## src/sv/rau_pkg.sv

```systemverilog
`timescale 1ns / 1ps

package rau_pkg;

    localparam int OPERAND_WIDTH = 16;

    localparam logic [1:0] CMD_ADD = 2'd0;
    localparam logic [1:0] CMD_SUB = 2'd1;
    localparam logic [1:0] CMD_MUL = 2'd2;
    localparam logic [1:0] CMD_DIV = 2'd3;

    typedef struct packed {
        logic [1:0]                      cmd;
        logic signed [OPERAND_WIDTH-1:0] a_num;
        logic signed [OPERAND_WIDTH-1:0] a_den;
        logic signed [OPERAND_WIDTH-1:0] b_num;
        logic signed [OPERAND_WIDTH-1:0] b_den;
    } in_item_t;

    typedef struct packed {
        logic signed [OPERAND_WIDTH-1:0] res_num;
        logic signed [OPERAND_WIDTH-1:0] res_den;
        logic                            div_zero;
        logic                            overflow;
    } out_item_t;

endpackage

```

## src/sv/rau_divider.sv

```systemverilog
`timescale 1ns / 1ps

// Restoring signed divider, one quotient bit per cycle, truncating.
// A zero divisor yields quotient 0 and remainder 0.
module rau_divider #(
    parameter int W = 2 * rau_pkg::OPERAND_WIDTH + 1
) (
    input  logic                clk,
    input  logic                rst_n,
    input  logic                start,
    input  logic signed [W-1:0] dividend,
    input  logic signed [W-1:0] divisor,
    output logic                done,
    output logic signed [W-1:0] quotient,
    output logic signed [W-1:0] remainder
);

    localparam int CW = $clog2(W + 1);

    logic [W-1:0]  rem_reg, rem_next;
    logic [W-1:0]  quo_reg, quo_next;
    logic [W-1:0]  dsr_reg, dsr_next;
    logic          qneg_reg, qneg_next;
    logic          rneg_reg, rneg_next;
    logic          zero_reg, zero_next;
    logic          busy_reg, busy_next;
    logic          done_reg, done_next;
    logic [CW-1:0] cnt_reg, cnt_next;

    logic [W:0]    trial;
    logic [W:0]    shifted;

    always_comb
    begin
        rem_next  = rem_reg;
        quo_next  = quo_reg;
        dsr_next  = dsr_reg;
        qneg_next = qneg_reg;
        rneg_next = rneg_reg;
        zero_next = zero_reg;
        busy_next = busy_reg;
        done_next = 1'b0;
        cnt_next  = cnt_reg;
        shifted   = {rem_reg, quo_reg[W-1]};
        trial     = shifted - {1'b0, dsr_reg};
        // load magnitudes
        if (start)
        begin
            rem_next  = '0;
            quo_next  = dividend[W-1] ? W'(-dividend) : W'(dividend);
            dsr_next  = divisor[W-1] ? W'(-divisor) : W'(divisor);
            qneg_next = dividend[W-1] ^ divisor[W-1];
            rneg_next = dividend[W-1];
            zero_next = (divisor == '0);
            busy_next = 1'b1;
            cnt_next  = CW'(W);
        end
        // advance one bit
        else if (busy_reg)
        begin
            if (!trial[W])
            begin
                rem_next = trial[W-1:0];
                quo_next = {quo_reg[W-2:0], 1'b1};
            end
            else
            begin
                rem_next = shifted[W-1:0];
                quo_next = {quo_reg[W-2:0], 1'b0};
            end
            cnt_next = cnt_reg - 1'b1;
            if (cnt_reg == CW'(1))
            begin
                busy_next = 1'b0;
                done_next = 1'b1;
            end
        end
    end

    always_ff @(posedge clk or negedge rst_n)
    begin
        if (!rst_n)
        begin
            busy_reg <= 1'b0;
            done_reg <= 1'b0;
            cnt_reg  <= '0;
        end
        else
        begin
            busy_reg <= busy_next;
            done_reg <= done_next;
            cnt_reg  <= cnt_next;
        end
    end

    always_ff @(posedge clk)
    begin
        rem_reg  <= rem_next;
        quo_reg  <= quo_next;
        dsr_reg  <= dsr_next;
        qneg_reg <= qneg_next;
        rneg_reg <= rneg_next;
        zero_reg <= zero_next;
    end

    assign done      = done_reg;
    assign quotient  = zero_reg ? '0 : (qneg_reg ? $signed(-quo_reg) : $signed(quo_reg));
    assign remainder = zero_reg ? '0 : (rneg_reg ? $signed(-rem_reg) : $signed(rem_reg));

endmodule

```

## config.mk

```make
export PLATFORM = sky130hd
export DESIGN_NAME = rau_divider
export DESIGN_NICKNAME = d
export VERILOG_FILES = /design/src/sv/rau_pkg.sv /design/src/sv/rau_divider.sv
export SDC_FILE = /design/constraint.sdc
export NUM_CORES = 1
export LEC_CHECK = 0
export ABC_CLOCK_PERIOD_IN_PS = 2800
export BUFFER_PORTS_ARGS = -buffer_cell sky130_fd_sc_hd__buf_2
export CORE_AREA = 2 2 178 180
export CTS_BUF_LIST = sky130_fd_sc_hd__clkbuf_4
export DETAILED_ROUTE_END_ITERATION = 6
export DIE_AREA = 0 0 180 182
export SKIP_LAST_GASP = 1
export SLEW_MARGIN = 20
export SYNTH_ARGS = -nofsm -noshare
export SYNTH_HDL_FRONTEND = slang
export SYNTH_SLANG_ARGS = --single-unit
```

## constraint.sdc

```tcl
create_clock -name clk -period 2.8 [get_ports clk]
set_input_delay 0.42 -clock clk [delete_from_list [all_inputs] [get_ports clk]]
set_output_delay 0.42 -clock clk [all_outputs]
set_load 0.05 [all_outputs]
```

Word level (Yosys, flattened, before mapping)
Index checks and enable logic that the tools add are counted.

Equality and inequality tests: 1. Multiplexer cells: 18. Bitwise logic cells: 1. Reductions and logical operators: 2. $add $sub $neg: 6.

Operator list (count): $mux W33 (8); $neg A33 Y33 (4); $sub A34 B33 Y34 (1); $logic_not A33 Y1 (1); $mux W32 (1); $mux W6 (2); $mux W1 (7); $eq A6 B1 Y1 const B (1); $sub A6 B1 Y6 const B (1); $reduce_bool A2 Y1 (1); $xor A1 B1 Y1 (1).

Output and inout bits: 67. Input port bits: 69. Flip-flop bits (word level): 110. Word-level logic and storage cells: 38.

Longest topological paths before layout
Gate-level depths: netlist of the first run.

Word-level depth: 4. Gate-level depth with buffers: 13. Gate-level depth less buffers: 11.

Least setup slack after synthesis of the first run
Ideal clock, no wire load.

Kind: register to output. Start point: register quo_reg[12]. End point: output port quotient[31]. Slack: -0.830 ns. Buffers on the path: 0. Data arrival time: 3.210 ns. Cell stages (with the launch flop): 7. Required time: 2.380 ns. Path through: edfxtp_1 or3_1 or4_1 or4_1 o21ai_1 a21oi_1 nor3_1.

Longest elaborated chain between the ends: 3.

Ends and longest elaborated chain: from (decl) (line rau_divider.sv:21) `logic [W-1:0] quo_reg, quo_next;`; from (signal assigned) (line rau_divider.sv:99) `quo_reg <= quo_next;`; $neg A33 Y33 (line rau_divider.sv:107) `assign quotient = zero_reg ? '0 : (qneg_reg ? $signed(-quo_reg) : $signed(quo_reg));`; $mux W33 (2 in series) (line rau_divider.sv:107); to (decl) (line rau_divider.sv:14) `output logic signed [W-1:0] quotient,`.

No other way between the ends.

Worst setup path in the final report of the first run
Start point: register rem_reg[17]. End point: output port remainder[32].

Longest elaborated chain between the ends: 3.

Ends and longest elaborated chain: from (decl) (line rau_divider.sv:20) `logic [W-1:0] rem_reg, rem_next;`; from (signal assigned) (line rau_divider.sv:98) `rem_reg <= rem_next;`; $neg A33 Y33 (line rau_divider.sv:108) `assign remainder = zero_reg ? '0 : (rneg_reg ? $signed(-rem_reg) : $signed(rem_reg));`; $mux W33 (2 in series) (line rau_divider.sv:108); to (decl) (line rau_divider.sv:15) `output logic signed [W-1:0] remainder`.

No other way between the ends.

==> impl_metrics.yaml, run 1 <==
logic_synthesis:
  synth_nets: 1236
  synth_top_family_by_area: "simple AND/OR/NAND/NOR gates"
  synth_seq_area_share_pct: 32.0
  synth_compound_area_share_pct: 19.6
  synth_cell_type_count: 69
  ys.flop_type: "edfxtp_1"
  async_flop_share_pct: 7.27
  synth_warnings: 0
  netlist_area_um2: 9160
  synth_simple_gate_area_share_pct: 21.4
  muxShareOfSynthArea_pct: 1.76
  ys_ff_latch: 110
  synth_edf_count: 69
  avgSynthCellArea_um2: 8.13
  synthCells: 1126
  synthXorXnorAreaFrac_pct: 14.5
  synthAdderAreaFrac_pct: 5.69
route:
  vias: 9574
  dr.pass1.iters: 5
  drt-wirelength-per-cell_um: 15.2
  viasPerCell: 4.99
  ant_nets: 0
  drcViolationCount: 0
  wirelength_mm: 29.1
  drt_iter0_markers: 593
pwr:
  combPwrFrac_pct: 77.5
  powerDensity_nw_per_um2: 1060
  p_leak_nw: 6.11
  sw_frac_of_total_pct: 47.4
  pwr-share-seq_pct: 17.5
  internal_power_mw: 7.98
  pwr-share-clk_pct: 5.0
  p_switching_mw: 7.20
  ir_drop_mv: 0.490
clocking:
  root_buffer: "clkbuf_4"
  cts_tree: "yes"
  cts_buffers: 9
  clk_latency_ps: 500
  max-clock-path-buffers: 2
  cts.clk_slew.worst_paths_ps: 180
  cts_sinks: 110
  cts_htree_levels: 3
die:
  die_area_um2: 32800
  num_rows: 65
  core_area_um2: 31000
  initial_core_util_pct: 29.5
  io_pins: 136
  die_y_um: 182
  die_x_um: 180
timing:
  clock.fmax_mhz: 264
  tightest_slew_ps: 694
  fin_skew_ps: 33.0
  hold_violations: 0
  maxSlewViolCount: 0
  setup_ws_ps: -989
  fin_crit_sh_pct: 135
  finalSetupViolCount: 77
  relSlewSlack_pct: 53.7
  fin_crit_ps: 3790
  setup_tns_ps: -29770
  rsz0062_at_grt: "true"
grt:
  grt_max_degree: 131
  grt_pass1_vias: 9011
  grtUsageTotal_pct: 17.0
  grt-ovfl-total: 0
  grt_pass1_wl_mm: 45.4
  antenna_found_initial: 1
worst_setup_path:
  critical_path.max_stage_delay_ps: 550
  cp_slowest_cell: "or4_4"
  start_kind: "flop"
  path_max_fanout: 3
  worstPathCellList: "or4_4 > nor4_4 > nand3_2 > or3_4 > or4_4 > o41ai_4 > xor2_1 > nor2_4 > buf_6"
  crit_family: "simple AND/OR/NAND/NOR gates"
  endpoint_kind: "output pin"
  arrival_ps: 3370
  path_buf_inv: 1
  cpMostUsedCell: "or4_4"
  critPathKind: "reg -> out"
  crit_required_ps: 2380
place:
  place_hpwl_mm: 21.9
  io_buffers: 135
  routabilityCongestion: 0.896
  dp.cells: 1852
hold_path:
  hold_path.class: "in -> reg"
job:
  drv_cap: 0
cells_and_area:
  instances_no_fill: 1917
  nFillCells: 2905
  area_growth_pct: 57.1
  fin_nets: 1619
  drive_above_1_share_pct: 43.9
run_status:
  status: "finished, violations left"
  violations: "negative setup slack"
## what timing repair did
item | in CTS | in global routing
endpoints found under the hold margin | 8 | 0
setup buffers | 31 | 23
gates cloned | 1 | 0
hold buffers | 1 | 0
pin swaps | 117 | 81
endpoints found under the setup margin | 80 | 93
gates resized for setup | 246 | 90
## cell usage in the layout, fill, tap and decap left out, drive strengths merged, types with 19 or more instances in the layout
cell type,count
buf,424
inv,62
edfxtp,69
xnor2,56
a21oi,62
o41ai,21
o21ai,65
nor2,169
xor2,96
o31ai,32
nand3,21
nand2,117
ha,40
dfxtp,33
nor3,20
a211oi,19
## final timing paths
kind	start	slack [ps]	to	cells after the start
min in group asynchronous	rst_n	260	cnt_reg[3]	2
setup / recovery	rem_reg[17]	-990	remainder[32]	9
max in group asynchronous	rst_n	2360	busy_reg	2
setup reg to reg	rem_reg[4]	-320	rem_reg[5]	12
hold / removal	start	180	cnt_reg[3]	2
hold reg to reg	cnt_reg[5]	550	cnt_reg[5]	2
## cell families (layout without fill, tap and decap cells)
logic type                 Yosys count  in the layout
AOI/OAI and AO/OA                  270            270
xor gates and xnor gates           152            152
adders and majority gates           41             41
buffers and inverters              114            502
DFF                                110            110
muxes                               16             16
other                                0              1
and+or+nand+nor                    423            423
## routing by layer
layer,GRT usage [%],part of all wire (%),vias to the layer above
li1,-,-,4809
met3,1.99,5.0,16
met1,24.5,48,4507
met5,0,0,-
met2,27.5,46,242
met4,3.25,0.91,0
## power by group through the flow
stage          sequential (mW)  combinational (mW)  clock, mW
2_1_floorplan             2.70                5.67          0
3_3_place_gp              2.63                9.10          0
3_5_place_dp              2.65                9.20          0
4_1_cts                   2.64                11.0      0.783
5_1_grt                   2.71                12.6      0.837
6_report                  2.66                11.8      0.756
## stage by stage
stage / setup slack (ps) / total power, mW / util (%) / area, µm² / hold WS (ps)
4_1_cts: -986 / 14.4 / 44.4 / 13800 / 150
3_3_place_gp: -409 / 11.7 / 39.9 / 12400 / 271
5_1_grt: -1100 / 16.2 / 46.4 / 14400 / 136
2_1_floorplan: -342 / 8.37 / - / 9580 / 124
3_5_place_dp: -543 / 11.8 / 39.9 / 12400 / 275
6_report: -989 / 15.2 / 46.4 / 14400 / 182
## layout make-up
type / instances / area (µm²) / area share [%]
tap: 402 / 503 / 3.50
antenna: 1 / 2.50 / 0.0174
multi-input combinational: 902 / 7150 / 49.7
clock buffer: 12 / 90.1 / 0.627
inverter: 60 / 225 / 1.57
sequential: 110 / 2950 / 20.5
timing repair buffer: 426 / 3440 / 23.9
clock inverter: 4 / 26.3 / 0.183
## Yosys cell counts, types with 8 or more instances
cell type | number | share of area, %
clkbuf_1 | 40 | 1.6
or3_1 | 12 | 0.82
inv_1 | 60 | 2.5
a21o_1 | 9 | 0.74
nand2_1 | 117 | 4.8
mux2i_1 | 15 | 1.6
nand3_1 | 20 | 1.1
nor3_1 | 20 | 1.1
nor4_1 | 14 | 0.96
or4_1 | 13 | 1.1
o21ai_0 | 62 | 3.4
dfxtp_1 | 33 | 7.2
a21oi_1 | 62 | 3.4
nor2_1 | 169 | 6.9
xnor2_1 | 56 | 5.4
a31oi_1 | 12 | 0.82
a211oi_1 | 19 | 1.6
o41ai_1 | 19 | 1.8
o31ai_1 | 32 | 2.6
ha_1 | 40 | 5.5
edfxtp_1 | 69 | 23
a311oi_1 | 16 | 1.5
xor2_1 | 96 | 9.2
nand4_1 | 8 | 0.55
buf_2 | 9 | 0.49
dfrtp_1 | 8 | 2.2
No activity file was read; power rests on OpenSTA's default activity.
==> run 2, diff against run 1 <==
--- a/config.mk
+++ b/config.mk
@@ -7,10 +7,13 @@
 export LEC_CHECK = 0
 export ABC_CLOCK_PERIOD_IN_PS = 2800
 export BUFFER_PORTS_ARGS = -buffer_cell sky130_fd_sc_hd__buf_2
+export CELL_PAD_IN_SITES_DETAIL_PLACEMENT = 1
+export CELL_PAD_IN_SITES_GLOBAL_PLACEMENT = 1
 export CORE_AREA = 2 2 178 180
 export CTS_BUF_LIST = sky130_fd_sc_hd__clkbuf_4
 export DETAILED_ROUTE_END_ITERATION = 6
 export DIE_AREA = 0 0 180 182
+export PLACE_DENSITY_LB_ADDON = 0.1
 export SKIP_LAST_GASP = 1
 export SLEW_MARGIN = 20
 export SYNTH_ARGS = -nofsm -noshare
==> run 2 against run 1 <==
The run still ends with negative setup slack left. Cell count increased by 0.89%. Critical path depth decreased by 1. Clock power increased by 8.6%.
==> impl_metrics.yaml, run 2 (synthesis gave the netlist of run 1 again) <==
run_status:
  status: "finished, violations left"
  violations: "negative setup slack"
clocking:
  root_buffer: "clkbuf_4"
  clk_latency_ps: 550
  cts_htree_levels: 3
  cts_buffers: 9
  cts_tree: "yes"
  cts_sinks: 110
  max-clock-path-buffers: 2
  cts.clk_slew.worst_paths_ps: 180
timing:
  fin_crit_sh_pct: 134
  fin_skew_ps: 32.4
  fin_crit_ps: 3750
  hold_violations: 0
  rsz0062_at_grt: "true"
  holdWs_ps: 189
  setup_tns_ps: -30240
  maxSlewViolCount: 0
  relSlewSlack_pct: 58.8
  setup_ws_ps: -946
  tightest_slew_ps: 618
  clock.fmax_mhz: 267
  finalSetupViolCount: 79
job:
  drv_cap: 0
route:
  vias: 9648
  topRoutingLayerUsed: "met5"
  dr.pass1.iters: 5
  viasPerCell: 4.99
  wl_met1_mm: 17.4
  drcViolationCount: 0
  ant_nets: 0
  wirelength_mm: 33.3
  met2_wirelength_mm: 14.5
  drt-wirelength-per-cell_um: 17.2
  route.met3.wl_mm: 1.13
  drt_iter0_markers: 459
cells_and_area:
  layout_common_cells: "buf_4, nor2_1, buf_2, buf_6, nand2_1"
  final_common_cell: "buf_4"
  nFillCells: 3559
  drive_above_1_share_pct: 47.0
  final_cell_area_um2: 15000
  area_growth_pct: 63.4
  fin_nets: 1636
  instances_no_fill: 1934
grt:
  grt_pass1_vias: 9670
  grt-ovfl-total: 0
  grtUsageTotal_pct: 19.9
  antenna_found_initial: 2
  grt_max_degree: 84
  grt_pass1_wl_mm: 52.4
pwr:
  p_total_mw: 16.4
  internal_power_mw: 8.34
  p_switching_mw: 8.05
  powerDensity_nw_per_um2: 1100
  combPwrFrac_pct: 78.6
  pwr-share-clk_pct: 5.0
  sw_frac_of_total_pct: 49.1
  p_leak_nw: 6.34
  pwr-share-seq_pct: 16.4
  ir_drop_mv: 0.507
place:
  placed_area_um2: 12400
  dp.cells: 1865
  routabilityCongestion: 0.850
  place_hpwl_mm: 25.1
  io_buffers: 135
die:
  core_area_um2: 31000
  die_y_um: 182
  io_pins: 136
  initial_core_util_pct: 29.5
  die_x_um: 180
  num_rows: 65
  die_area_um2: 32800
worst_setup_path:
  start_kind: "flop"
  critPathKind: "reg -> out"
  path_max_fanout: 4
  crit_required_ps: 2380
  endpoint_kind: "output pin"
  arrival_ps: 3330
hold_path:
  hold_path.class: "in -> reg"
## run 2: cell count changes in the layout (fill, tap and decap cells not counted), moves of 4 or more
| cell | delta |
|---|---|
| o21ai_0 | -6 |
| o21ai_1 | +4 |
| a311oi_1 | -4 |
| nand2_4 | +16 |
| buf_6 | +14 |
| nand2_1 | -6 |
| dfxtp_4 | +7 |
| o21ai_4 | +4 |
| nand2_2 | -11 |
| dfxtp_1 | -7 |
| buf_4 | +9 |
## run 2: timing repair
item / 4_1_cts / 5_1_grt
pin swaps: 92 / 105
gates resized for setup: 286 / 159
hold endpoints to repair: 8 / 0
cloned: 3 / 0
setup buffers: 33 / 26
endpoints found under the setup margin: 85 / 90
hold buffers: 1 / 0
## run 2: path summary, 6_finish.rpt
kind	from	to	slack, ps	cells after the start
min in group asynchronous	rst_n	done	200	2
max	quo_reg[12]	quotient[22]	-950	8
max reg2reg	rem_reg[9]	rem_reg[0]	-230	15
min	divisor[26]	dsr_reg[26]	190	2
min reg2reg	cnt_reg[5]	cnt_reg[5]	560	2
max in group asynchronous	rst_n	busy_reg	2420	2
## run 2: per-layer routing
metal,track usage [%],vias to the layer above
met5,0,-
met4,3.41,2
met3,2.43,18
met2,30.1,148
met1,30.6,4639
li1,-,4841
## run 2: cell type report
| cell class | instances | area (µm²) | area share (%) |
|---|---|---|---|
| repair buffers | 443 | 3600 | 24.1 |
| clock buffers | 9 | 67.6 | 0.452 |
| multi-input cells | 902 | 7520 | 50.3 |
| diodes | 1 | 2.50 | 0.0167 |
| well taps | 402 | 503 | 3.36 |
| inverters | 60 | 225 | 1.51 |
| flip-flops and latches | 110 | 2970 | 19.9 |
| clock inverters | 7 | 62.6 | 0.418 |
## run 2: metrics by stage
| step | setup slack, ps | util, % |
|---|---|---|
| 6_report | -946 | 48.3 |
| 5_1_grt | -1120 | 48.3 |
| 4_1_cts | -990 | 45.6 |
| 3_5_place_dp | -450 | 40.2 |
| 3_3_place_gp | -439 | 40.2 |
| 2_1_floorplan | -342 | - |
## run 2: worst max-delay path, stage by stage, from the launching register on
cell,delay [ps]
edfxtp_1,450
or3_4,410
or4_4,440
or4_4,490
or2_4,290
o41ai_4,220
xor2_1,260
nor2_4,60
buf_6,170
## run 2: power groups by stage
stage | logic (mW) | clock network (mW) | registers (mW)
after detailed placement | 9.41 | 0 | 2.69
after global routing | 13.8 | 0.929 | 2.74
after floorplan | 5.67 | 0 | 2.70
after global placement | 9.28 | 0 | 2.68
final | 12.9 | 0.821 | 2.69
after CTS | 11.6 | 0.868 | 2.68
==> run 3, diff against run 2 <==
==> constraint.sdc (replaced) <==
create_clock -name clk -period 2.8 [get_ports clk]
set_input_delay 0.42 -clock clk [delete_from_list [all_inputs] [get_ports clk]]
set_output_delay 0.42 -clock clk [all_outputs]
set_load 0.1 [all_outputs]
==> run 3 against run 2 <==
The run still ends with negative setup slack left. Die area stayed put. Clock skew grew 11 ps. Utilization is 1.4 points higher. Fmax fell by 1.9%. Sequential power hardly changed. Largest power group unchanged.
==> impl_metrics.yaml, run 3 (synthesis gave the netlist of run 1 again) <==
cells_and_area:
  area_growth_pct: 68.0
  layout_common_cells: "buf_4, nor2_1, nand2_1, buf_2, edfxtp_1"
  nFillCells: 3553
  fin_nets: 1637
  drive_above_1_share_pct: 47.2
  post-route-util_pct: 49.6
  final_common_cell: "buf_4"
route:
  ant_nets: 0
  viasPerCell: 4.93
  drcViolationCount: 0
  vias: 9536
  wirelength_mm: 32.8
  drt_iter0_markers: 350
  drt-wirelength-per-cell_um: 17.0
  dr.pass1.iters: 4
worst_setup_path:
  startpoint: "rem_reg[17]"
  rr_startpoint: "rem_reg[17]"
  critPathKind: "reg -> out"
  start_kind: "flop"
  cpMostUsedCell: "or4_4"
  cp_slowest_cell: "or4_4"
  cp_num_cells: 10
  path_buf_inv: 2
  arrival_ps: 3400
  crit_required_ps: 2380
  reg2regPathDepth: 13
  critical_path.max_stage_delay_ps: 550
  crit_family: "simple AND/OR/NAND/NOR gates"
  worstPathCellList: "or4_4 > nor4_4 > nand3_2 > or3_4 > or4_4 > buf_4 > o21ai_4 > xor2_2 > nor2_4 > buf_12"
  r2r_slack_ps: -320
  path_max_fanout: 3
  endpoint_kind: "output pin"
hold_path:
  hold_depth: 2
  hold_path.class: "in -> reg"
  hold_path.startpoint: "divisor[0]"
grt:
  top_usage_layer: "met2"
  grt_pass1_wl_mm: 51.5
  grt_pass1_vias: 9680
  grt_max_degree: 104
  grt-ovfl-total: 0
  met1_usage_pct: 29.0
  antenna_found_initial: 1
  grtUsageTotal_pct: 19.4
  use_met2_pct: 30.7
  use_met3_pct: 1.50
timing:
  setup_tns_ps: -34440
  fin_crit_sh_pct: 136
  clock.fmax_mhz: 262
  finalSetupViolCount: 77
  maxSlewViolCount: 0
  fin_skew_ps: 43.1
  setup_ws_ps: -1020
  holdWs_ps: 219
  tightest_slew_ps: 682
  relSlewSlack_pct: 54.5
  rsz0062_at_grt: "true"
  fin_crit_ps: 3820
  hold_violations: 0
job:
  drv_cap: 0
place:
  io_buffers: 135
  place_hpwl_mm: 25.3
  routabilityCongestion: 0.870
pwr:
  powerDensity_nw_per_um2: 1160
  p_leak_nw: 6.43
  ir_drop_mv: 0.557
clocking:
  cts_htree_levels: 3
  cts_sinks: 110
  max-clock-path-buffers: 2
  cts.clk_slew.worst_paths_ps: 190
  cts_buffers: 9
  root_buffer: "clkbuf_4"
  cts_tree: "yes"
  clk_latency_ps: 510
die:
  io_pins: 136
  die_y_um: 182
  num_rows: 65
  die_x_um: 180
  die_area_um2: 32800
  core_area_um2: 31000
  initial_core_util_pct: 29.5
run_status:
  violations: "negative setup slack"
  status: "finished, violations left"
run 3: layout make-up:
class	instances	area, µm²	share of cell area (%)
clock inverter	7	104	0.675
sequential	110	2950	19.2
timing repair buffer	444	4040	26.3
clock buffer	9	67.6	0.439
tap	402	503	3.27
inverter	60	225	1.46
multi-input combinational	902	7480	48.6
antenna	1	2.50	0.0163
run 3: power by group:
part	internal (mW)	switching, mW
clock network	0.372	0.599
logic	6.23	7.96
registers	2.22	0.475
total	8.82	9.03
run 3: per-stage QoR:
step	worst slack (ps)	instances	area (µm²)	total power [mW]
after detailed placement	-463	1870	13500	14.2
after CTS	-1030	1911	14700	16.9
final	-1020	1935	15400	17.8
after global routing	-1200	1935	15400	18.9
after floorplan	-551	1126	9710	9.66
after global placement	-418	1870	13500	14.1
run 3: timing repair:
item	in CTS	in global routing
setup endpoints to repair	84	86
resized for setup	182	92
endpoints found under the hold margin	8	0
pin swaps	93	75
buffers inserted	25	25
hold buffers	1	0
cloned	1	1
run 3: worst paths after layout:
check | endpoint
setup / recovery | remainder[30]
setup reg to reg | rem_reg[16]
max in group asynchronous | busy_reg
hold reg to reg | cnt_reg[5]
hold / removal | dsr_reg[0]
min in group asynchronous | cnt_reg[2]
run 3: metal layers:
metal | vias to the layer above | wire length [µm]
met4 | 0 | 251
met5 | - | 0
met1 | 4560 | 16800
li1 | 4821 | -
met2 | 141 | 14700
met3 | 14 | 1030
